File: src/spbm_pkg.sv
`timescale 1ns / 1ps
package spbm_pkg;

  localparam int SP_W        = 32;
  localparam int THREAD_W    = 6;
  localparam int CFG_IDX_W   = 1;
  localparam int THREADS_DEF = 64;

  localparam logic [SP_W-1:0] BELOW_LIMIT_RST = 32'd50000;
  localparam logic [SP_W-1:0] ABOVE_LIMIT_RST = 32'd5000;

  typedef enum logic [CFG_IDX_W-1:0] {
    CFG_BELOW_LIMIT = 1'b0,
    CFG_ABOVE_LIMIT = 1'b1
  } cfg_idx_e;

  typedef enum logic {
    OP_START  = 1'b0,
    OP_UPDATE = 1'b1
  } op_e;

  typedef enum logic [1:0] {
    ST_IDLE,
    ST_EXEC,
    ST_FIN
  } state_e;

  typedef struct packed {
    logic take;
    logic exec;
    logic load;
  } ctrl_cmd_t;

  typedef struct packed {
    logic out_free;
  } dp_sts_t;

  typedef struct packed {
    logic [SP_W-1:0] lo;
    logic [SP_W-1:0] hi;
  } marks_t;

endpackage

File: src/spbm_in_if.sv
`timescale 1ns / 1ps
interface spbm_in_if;
  logic                          valid;
  logic                          ready;
  logic                          operation;
  logic [spbm_pkg::THREAD_W-1:0] thread;
  logic [spbm_pkg::SP_W-1:0]     stack_pointer;

  modport source (output valid, output operation, output thread, output stack_pointer,
                  input ready);
  modport sink (input valid, input operation, input thread, input stack_pointer,
                output ready);
endinterface

File: src/spbm_out_if.sv
`timescale 1ns / 1ps
interface spbm_out_if;
  logic                      valid;
  logic                      ready;
  logic                      pivot_detected;
  logic [spbm_pkg::SP_W-1:0] stack_usage;

  modport source (output valid, output pivot_detected, output stack_usage, input ready);
  modport sink (input valid, input pivot_detected, input stack_usage, output ready);
endinterface

File: src/spbm_ctrl.sv
`timescale 1ns / 1ps
module spbm_ctrl (
  input  logic                clk_i,
  input  logic                rst_ni,
  input  logic                in_valid_i,
  input  spbm_pkg::dp_sts_t   sts_i,
  output spbm_pkg::ctrl_cmd_t cmd_o
);

  spbm_pkg::state_e state_q, state_d;

  always_ff @(posedge clk_i or negedge rst_ni) begin
    if (!rst_ni) begin
      state_q <= spbm_pkg::ST_IDLE;
    end else begin
      state_q <= state_d;
    end
  end

  always_comb begin
    state_d = state_q;
    cmd_o   = '0;
    unique case (state_q)
      spbm_pkg::ST_IDLE: begin
        cmd_o.take = 1'b1;
        if (in_valid_i) begin
          state_d = spbm_pkg::ST_EXEC;
        end
      end
      spbm_pkg::ST_EXEC: begin
        cmd_o.exec = 1'b1;
        state_d    = spbm_pkg::ST_FIN;
      end
      spbm_pkg::ST_FIN: begin
        if (sts_i.out_free) begin
          cmd_o.load = 1'b1;
          state_d    = spbm_pkg::ST_IDLE;
        end
      end
      default: begin
        state_d = spbm_pkg::ST_IDLE;
      end
    endcase
  end

endmodule

File: src/spbm_dp.sv
`timescale 1ns / 1ps
module spbm_dp #(
  parameter int THREADS = spbm_pkg::THREADS_DEF
) (
  input  logic                           clk_i,
  input  logic                           rst_ni,
  input  logic                           cfg_we_i,
  input  logic [spbm_pkg::CFG_IDX_W-1:0] cfg_idx_i,
  input  logic [spbm_pkg::SP_W-1:0]      cfg_data_i,
  input  logic                           in_valid_i,
  input  logic                           in_operation_i,
  input  logic [spbm_pkg::THREAD_W-1:0]  in_thread_i,
  input  logic [spbm_pkg::SP_W-1:0]      in_stack_pointer_i,
  input  spbm_pkg::ctrl_cmd_t            cmd_i,
  output spbm_pkg::dp_sts_t              sts_o,
  output logic                           out_valid_o,
  input  logic                           out_ready_i,
  output logic                           out_pivot_detected_o,
  output logic [spbm_pkg::SP_W-1:0]      out_stack_usage_o
);

  localparam int AW = (THREADS > 1) ? $clog2(THREADS) : 1;
  localparam int EW = spbm_pkg::THREAD_W + AW;

  logic [spbm_pkg::SP_W-1:0] below_q, above_q;
  logic                      op_q, thr_ok_q;
  logic [AW-1:0]             addr_q;
  logic [spbm_pkg::SP_W-1:0] sp_q;
  spbm_pkg::marks_t          rd_q;
  spbm_pkg::marks_t          mem [THREADS];
  spbm_pkg::marks_t          marks_q, marks_d;
  logic                      pivot_q, pivot_d;
  logic                      wr_en;
  logic                      out_valid_q;
  logic                      out_pivot_q;
  logic [spbm_pkg::SP_W-1:0] out_usage_q;
  logic [EW-1:0]             thr_ext;
  logic                      accept;
  logic [spbm_pkg::SP_W-1:0] drop, rise;
  logic                      sp_lt, sp_gt, piv_lo, piv_hi;

  assign accept  = cmd_i.take && in_valid_i;
  assign thr_ext = {{AW{1'b0}}, in_thread_i};

  always_ff @(posedge clk_i or negedge rst_ni) begin
    if (!rst_ni) begin
      below_q <= spbm_pkg::BELOW_LIMIT_RST;
      above_q <= spbm_pkg::ABOVE_LIMIT_RST;
    end else if (cfg_we_i) begin
      unique case (spbm_pkg::cfg_idx_e'(cfg_idx_i))
        spbm_pkg::CFG_BELOW_LIMIT: below_q <= cfg_data_i;
        spbm_pkg::CFG_ABOVE_LIMIT: above_q <= cfg_data_i;
        default: ;
      endcase
    end
  end

  always_ff @(posedge clk_i) begin
    if (accept) begin
      op_q     <= in_operation_i;
      thr_ok_q <= (thr_ext < EW'(THREADS));
      addr_q   <= thr_ext[AW-1:0];
      sp_q     <= in_stack_pointer_i;
      rd_q     <= mem[thr_ext[AW-1:0]];
    end
  end

  always_ff @(posedge clk_i) begin
    if (wr_en) begin
      mem[addr_q] <= marks_d;
    end
  end

  assign drop   = rd_q.lo - sp_q;
  assign rise   = sp_q - rd_q.hi;
  assign sp_lt  = sp_q < rd_q.lo;
  assign sp_gt  = sp_q > rd_q.hi;
  assign piv_lo = sp_lt && (drop > below_q);
  assign piv_hi = sp_gt && (rise >= above_q);

  always_comb begin
    pivot_d = 1'b0;
    marks_d = '0;
    wr_en   = 1'b0;
    if (thr_ok_q) begin
      if (op_q == spbm_pkg::OP_START) begin
        marks_d = '{lo: sp_q, hi: sp_q};
        wr_en   = cmd_i.exec;
      end else if (piv_lo || piv_hi) begin
        pivot_d = 1'b1;
        marks_d = rd_q;
      end else begin
        marks_d.lo = sp_lt ? sp_q : rd_q.lo;
        marks_d.hi = sp_gt ? sp_q : rd_q.hi;
        wr_en      = cmd_i.exec;
      end
    end
  end

  always_ff @(posedge clk_i) begin
    if (cmd_i.exec) begin
      marks_q <= marks_d;
      pivot_q <= pivot_d;
    end
    if (cmd_i.load) begin
      out_pivot_q <= pivot_q;
      out_usage_q <= marks_q.hi - marks_q.lo;
    end
  end

  always_ff @(posedge clk_i or negedge rst_ni) begin
    if (!rst_ni) begin
      out_valid_q <= 1'b0;
    end else if (cmd_i.load) begin
      out_valid_q <= 1'b1;
    end else if (out_ready_i) begin
      out_valid_q <= 1'b0;
    end
  end

  assign sts_o.out_free      = !out_valid_q || out_ready_i;
  assign out_valid_o         = out_valid_q;
  assign out_pivot_detected_o = out_pivot_q;
  assign out_stack_usage_o   = out_usage_q;

endmodule

File: src/stack_pointer_bounds_monitor.sv
`timescale 1ns / 1ps
// Each word is accepted, its marks read-modify-written, and its result loaded.
// A new word is accepted only after the previous result load; the per-thread mark memory is read
//   at accept, written back in the next cycle for a valid thread with no pivot.
// A full result register stalls the next load until it is taken.
// Reset: asynchronous, active low; clears control, loads the default limits,
//   mark memory is not cleared.
module stack_pointer_bounds_monitor #(
  parameter int THREADS = spbm_pkg::THREADS_DEF
) (
  input  logic                           clk_i,
  input  logic                           rst_ni,
  input  logic                           cfg_we_i,
  input  logic [spbm_pkg::CFG_IDX_W-1:0] cfg_idx_i,
  input  logic [spbm_pkg::SP_W-1:0]      cfg_data_i,
  spbm_in_if.sink                        in_i,
  spbm_out_if.source                     out_o
);

  spbm_pkg::ctrl_cmd_t cmd;
  spbm_pkg::dp_sts_t   sts;

  spbm_ctrl u_ctrl (
    .clk_i      (clk_i),
    .rst_ni     (rst_ni),
    .in_valid_i (in_i.valid),
    .sts_i      (sts),
    .cmd_o      (cmd)
  );

  spbm_dp #(
    .THREADS (THREADS)
  ) u_dp (
    .clk_i                (clk_i),
    .rst_ni               (rst_ni),
    .cfg_we_i             (cfg_we_i),
    .cfg_idx_i            (cfg_idx_i),
    .cfg_data_i           (cfg_data_i),
    .in_valid_i           (in_i.valid),
    .in_operation_i       (in_i.operation),
    .in_thread_i          (in_i.thread),
    .in_stack_pointer_i   (in_i.stack_pointer),
    .cmd_i                (cmd),
    .sts_o                (sts),
    .out_valid_o          (out_o.valid),
    .out_ready_i          (out_o.ready),
    .out_pivot_detected_o (out_o.pivot_detected),
    .out_stack_usage_o    (out_o.stack_usage)
  );

  assign in_i.ready = cmd.take;

  assert property (@(posedge clk_i) disable iff (!rst_ni)
    in_i.valid && in_i.ready |=> cmd.exec)
    else $error("accepted word not processed next cycle");

  assert property (@(posedge clk_i) disable iff (!rst_ni)
    cmd.load |-> !out_o.valid || out_o.ready)
    else $error("result overwritten before taken");

  assert property (@(posedge clk_i) disable iff (!rst_ni)
    $rose(out_o.valid) |-> $past(cmd.load))
    else $error("result valid without load");

  assert property (@(posedge clk_i) disable iff (!rst_ni)
    $countones({cmd.take, cmd.exec, cmd.load}) <= 1)
    else $error("overlapping controller commands");

endmodule
File: src/flat_wrapper.sv
// flat-port wrapper written by rule: the top's interface ports become plain ports
module stack_pointer_bounds_monitor_flat 
#(
  parameter int THREADS = spbm_pkg::THREADS_DEF
)
  (clk_i, rst_ni, cfg_we_i, cfg_idx_i, cfg_data_i, in_i_valid, in_i_operation, in_i_thread, in_i_stack_pointer, in_i_ready, out_o_valid, out_o_pivot_detected, out_o_stack_usage, out_o_ready);
  spbm_in_if in_i_i ();
  spbm_out_if out_o_i ();
  input  logic clk_i;
  input  logic rst_ni;
  input  logic cfg_we_i;
  input  logic [spbm_pkg::CFG_IDX_W-1:0] cfg_idx_i;
  input  logic [spbm_pkg::SP_W-1:0] cfg_data_i;
  input wire logic [$bits(in_i_i.valid)-1:0] in_i_valid;
  input wire logic [$bits(in_i_i.operation)-1:0] in_i_operation;
  input wire logic [$bits(in_i_i.thread)-1:0] in_i_thread;
  input wire logic [$bits(in_i_i.stack_pointer)-1:0] in_i_stack_pointer;
  output wire logic [$bits(in_i_i.ready)-1:0] in_i_ready;
  output wire logic [$bits(out_o_i.valid)-1:0] out_o_valid;
  output wire logic [$bits(out_o_i.pivot_detected)-1:0] out_o_pivot_detected;
  output wire logic [$bits(out_o_i.stack_usage)-1:0] out_o_stack_usage;
  input wire logic [$bits(out_o_i.ready)-1:0] out_o_ready;
  assign in_i_i.valid = in_i_valid;
  assign in_i_i.operation = in_i_operation;
  assign in_i_i.thread = in_i_thread;
  assign in_i_i.stack_pointer = in_i_stack_pointer;
  assign in_i_ready = in_i_i.ready;
  assign out_o_valid = out_o_i.valid;
  assign out_o_pivot_detected = out_o_i.pivot_detected;
  assign out_o_stack_usage = out_o_i.stack_usage;
  assign out_o_i.ready = out_o_ready;
  stack_pointer_bounds_monitor #(.THREADS(THREADS)) u_core (.clk_i(clk_i), .rst_ni(rst_ni), .cfg_we_i(cfg_we_i), .cfg_idx_i(cfg_idx_i), .cfg_data_i(cfg_data_i), .in_i(in_i_i), .out_o(out_o_i));
endmodule
File: config.mk
export PLATFORM = sky130hd
export DESIGN_NAME = stack_pointer_bounds_monitor_flat
export DESIGN_NICKNAME = d
export VERILOG_FILES = /design/src/spbm_pkg.sv /design/src/spbm_in_if.sv /design/src/spbm_out_if.sv /design/src/spbm_ctrl.sv /design/src/spbm_dp.sv /design/src/stack_pointer_bounds_monitor.sv /design/src/flat_wrapper.sv
export SDC_FILE = /design/constraint.sdc
export NUM_CORES = 2
export LEC_CHECK = 0
export BUFFER_PORTS_ARGS = -buffer_cell sky130_fd_sc_hd__buf_2
export CAP_MARGIN = 20
export CELL_PAD_IN_SITES_DETAIL_PLACEMENT = 1
export CELL_PAD_IN_SITES_GLOBAL_PLACEMENT = 1
export CORE_MARGIN = 2
export CORE_UTILIZATION = 35
export DETAILED_ROUTE_END_ITERATION = 7
export PLACE_DENSITY_LB_ADDON = 0.08
export SETUP_SLACK_MARGIN = 0.02
export SLEW_MARGIN = 20
export SYNTH_ARGS = -nofsm -noshare
export SYNTH_HDL_FRONTEND = slang
export SYNTH_SLANG_ARGS = --single-unit
File: constraint.sdc
create_clock -name clk_i -period 8.9 [get_ports clk_i]
set_clock_uncertainty 0.05 [all_clocks]
set_input_delay 1.335 -clock clk_i [delete_from_list [all_inputs] [get_ports clk_i]]
set_output_delay 1.335 -clock clk_i [all_outputs]
set_load 0.03 [all_outputs]
==> metrics <==
outcome completed; initial antenna violation count 69; CP Class flip-flop to flip-flop; combinational family with the most area after synthesis multiplexers; Synth Area in Adders 0.0120; total die area 494000 sq um; Setup-failing EPs final 0; share of the synthesized area in the top cell type 0.755; Syn Std Cell Area 171000 sq um; number of fillers in the final layout ~45000; R2R cell count 21; Post-synth top flop edfxtp_1; Max Transition Viols Final 0; Layout area overhead 16.4%; Clk Latency, worst-skew pair 1.04 ns; post-synthesis cell count 7263; Area contributors post-synth edfxtp_1 75%, mux4_2 18%, ha_1 1.2%; ys async rst share 0.0154; routed len/inst 37.7 um; unrepaired setup endpoints after global routing no; period utilization 0.910; CP Max Fanout 21; DP Wirelength 335000 um; reg-to-reg critical path startpoint u_core.u_dp.sp_q[5]; yosys warns 0; IO Count about 110; Multi-input gate area 39000 sq um; placed insts 13800; Via Count 80800; mean post-synth cell area approximately 24 sq um; final worst path period need 8.10 ns; CP endpoint u_core.u_dp.mem[61][19]; crit path launch u_core.u_dp.sp_q[5]; fmax 124 MHz; initial detailed-routing violation count between 8000 and 9000; Remaining DRCs 0; clock transition at the registers of the reported paths roughly 0.06 ns; Slew HR 0.238; Die W 703 um; Global Route Usage Sum 0.223; Req. time, crit path 9.51 ns; Peak VDD IR 176 uV; Synth Area in Compound Gates 0.0141; CTS tree built; CP arrival 8.71 ns; maximum root-to-sink buffer count 4; Synth cell types 62; area leader, netlist edfxtp_1; Least-Margin Pin Slew 1.14 ns; vias in the first global route between 80000 and 90000; Startpoint Class flip-flop; vias per cell 5.50; FF/Latch Area 131000 sq um; Hold Crit Class primary input to async pin; Max-Cap Viols 0; commonest non-fill, non-tap cell in the layout edfxtp_1; PwrDens between 200 and 300 nW/um^2; Post-Synth XOR/XNOR Area 0.00420; total power 52.2 mW; remaining global-route overflow 0; clk root buf clkbuf_16; Final nets between 8000 and 9000; port buffer count 111; largest net degree at the start of global routing 114; Routed Antenna Nets 0; DRT Pass-1 Iters 5; reg2reg end u_core.u_dp.mem[61][19]; final hold violations 0; CTS H-tree depth 5; sequential area share after synthesis 0.765; Post-synth EDFFs ~4300; first-pass GRT wire length 752000 um; Cell Count, Final, Fillers Out roughly 15000; drt total wl between 500000 and 600000 um; clock buffers created by TritonCTS ~470; # rows 256; Hold Slack 0.124 ns; die height between 700 and 800 um; most frequent cells in the layout 4297 x edfxtp_1, 1344 x mux4_2, 474 x clkbuf_16; cts hold-fix bufs 0; r2r setup slk 0.80 ns; Simple-Gate Fraction of Synth Area 0.00903; Core Box Area 486000 sq um; post-CTS sizing 0; syn nets 7502; total negative setup slack 0 ns; GP Congestion 0.807; crit end category flip-flop; synthesized flop and latch total 4364; Post-CTS Setup Inserts 0; Initial Utilization 0.352; clk sinks roughly 4400; layout cells sized above 1 0.320; Leakage 62.6 nW; post-synthesis mux area share 0.183
==> cells in the mapped netlist, types with 5 or more instances <==
| cell type | instances |
|---|---|
| buf_1 | 32 |
| xnor2_1 | 66 |
| o21a_1 | 25 |
| edfxtp_1 | 4297 |
| nand2_1 | 75 |
| o21ai_0 | 74 |
| dfrtp_1 | 56 |
| ha_1 | 159 |
| clkbuf_1 | 179 |
| and3_1 | 8 |
| a211o_1 | 6 |
| o211ai_1 | 12 |
| o31a_1 | 5 |
| and2_1 | 8 |
| nand4_1 | 32 |
| a21oi_1 | 95 |
| nand2b_1 | 16 |
| xor2_1 | 16 |
| mux2_2 | 64 |
| buf_4 | 33 |
| a31oi_1 | 11 |
| nor2b_1 | 22 |
| buf_2 | 84 |
| inv_1 | 189 |
| nand3_1 | 19 |
| a211oi_1 | 10 |
| nor2_1 | 124 |
| o21bai_1 | 12 |
| dfstp_2 | 11 |
| mux4_2 | 1344 |
| a21o_1 | 72 |
| nor3_1 | 16 |
| mux2i_1 | 33 |
==> worst max-delay path, cell delays in order (launching register included) <==
cell and delay [ns]:
edfxtp_1 0.44, inv_1 0.17, ha_1 0.32, a21o_1 0.21
a21oi_1 0.28, nor2b_1 0.29, nor3_1 0.90, o21ai_0 0.22
a211oi_1 0.98, nor2_1 0.16, ha_1 0.33, and4_1 0.22
nand4_1 0.14, nor3_1 0.46, nand4_1 0.15, o311ai_0 0.14
a21oi_1 0.17, a22oi_4 0.52, o2111ai_4 0.14, buf_4 0.31
nor2_4 0.74, buf_12 0.32
==> worst min-delay path by stage <==
stage | start | endpoint | cells past startpoint
after floorplan | u_core.u_dp.pivot_q | u_core.u_dp.out_pivot_detected_o | 0
after global placement | u_core.u_dp.above_q[10] | u_core.u_dp.above_q[10] | 1
after detailed placement | u_core.u_dp.above_q[27] | u_core.u_dp.above_q[27] | 1
after CTS | rst_ni | u_core.u_dp.below_q[12] | 1
after global routing | rst_ni | u_core.u_dp.below_q[12] | 1
final | rst_ni | u_core.u_dp.below_q[26] | 1
==> metrics by stage <==
step           setup slack (ns)   util  area [sq um]
6_report                  0.805  0.409        199000
5_1_grt                   0.730  0.409        199000
4_1_cts                    1.06  0.409        199000
3_5_place_dp               1.14  0.377        183000
3_3_place_gp               1.07  0.377        183000
2_1_floorplan             0.674      -        171000
==> routing by layer <==
metal,vias to the layer above,track usage,part of all wire,wire (um)
met3,556,0.0326,0.053,29400
met5,-,0,0.000080,44
met1,45700,0.311,0.43,238000
li1,32300,-,-,-
met4,6,0.0445,0.022,12000
met2,2307,0.375,0.49,274000
==> logic make-up (layout without fill, tap and decap cells) <==
| group | Yosys count | count (layout) |
|---|---|---|
| XOR/XNOR | 82 | 82 |
| buffers and inverters | 521 | 1487 |
| AO/OA/AOI/OAI | 362 | 362 |
| adder cells (fa/ha/maj) | 162 | 162 |
| flip-flops | 4364 | 4364 |
| multiplexers | 1441 | 1441 |
| other | 0 | 14 |
| AND/OR/NAND/NOR | 331 | 331 |
==> power breakdown <==
group	switching [mW]	internal, mW
registers	0.212	24.9
clock network	8.34	11.4
logic	5.29	2.11
==> sequential cells by signal, summed over array words and instances (netlist names) <==
| register | flops |
|---|---|
| u_core.u_dp.above_q | 32 |
| u_core.u_dp.addr_q | 6 |
| u_core.u_dp.sp_q | 32 |
| u_core.u_dp.rd_q | 64 |
| u_core.u_dp.out_pivot_detected_o | 1 |
| u_core.u_dp.op_q | 1 |
| u_core.u_dp.below_q | 32 |
| u_core.u_dp.pivot_q | 1 |
| u_core.u_dp.marks_q | 64 |
| u_core.u_dp.out_stack_usage_o | 32 |
| u_core.u_dp.out_valid_o | 1 |
| u_core.u_ctrl.state_q | 2 |
| u_core.u_dp.mem | 4096 |
==> area by class of cell <==
type                       instances  share of cell area
antenna                           14            0.000176
clock inverter                   286              0.0150
tap                             6450              0.0406
clock buffer                     590              0.0629
inverter                         189             0.00357
multi-input combinational       2378               0.196
sequential                      4364               0.657
timing repair buffer             422              0.0249
No activity file was read; power rests on OpenSTA's default activity.
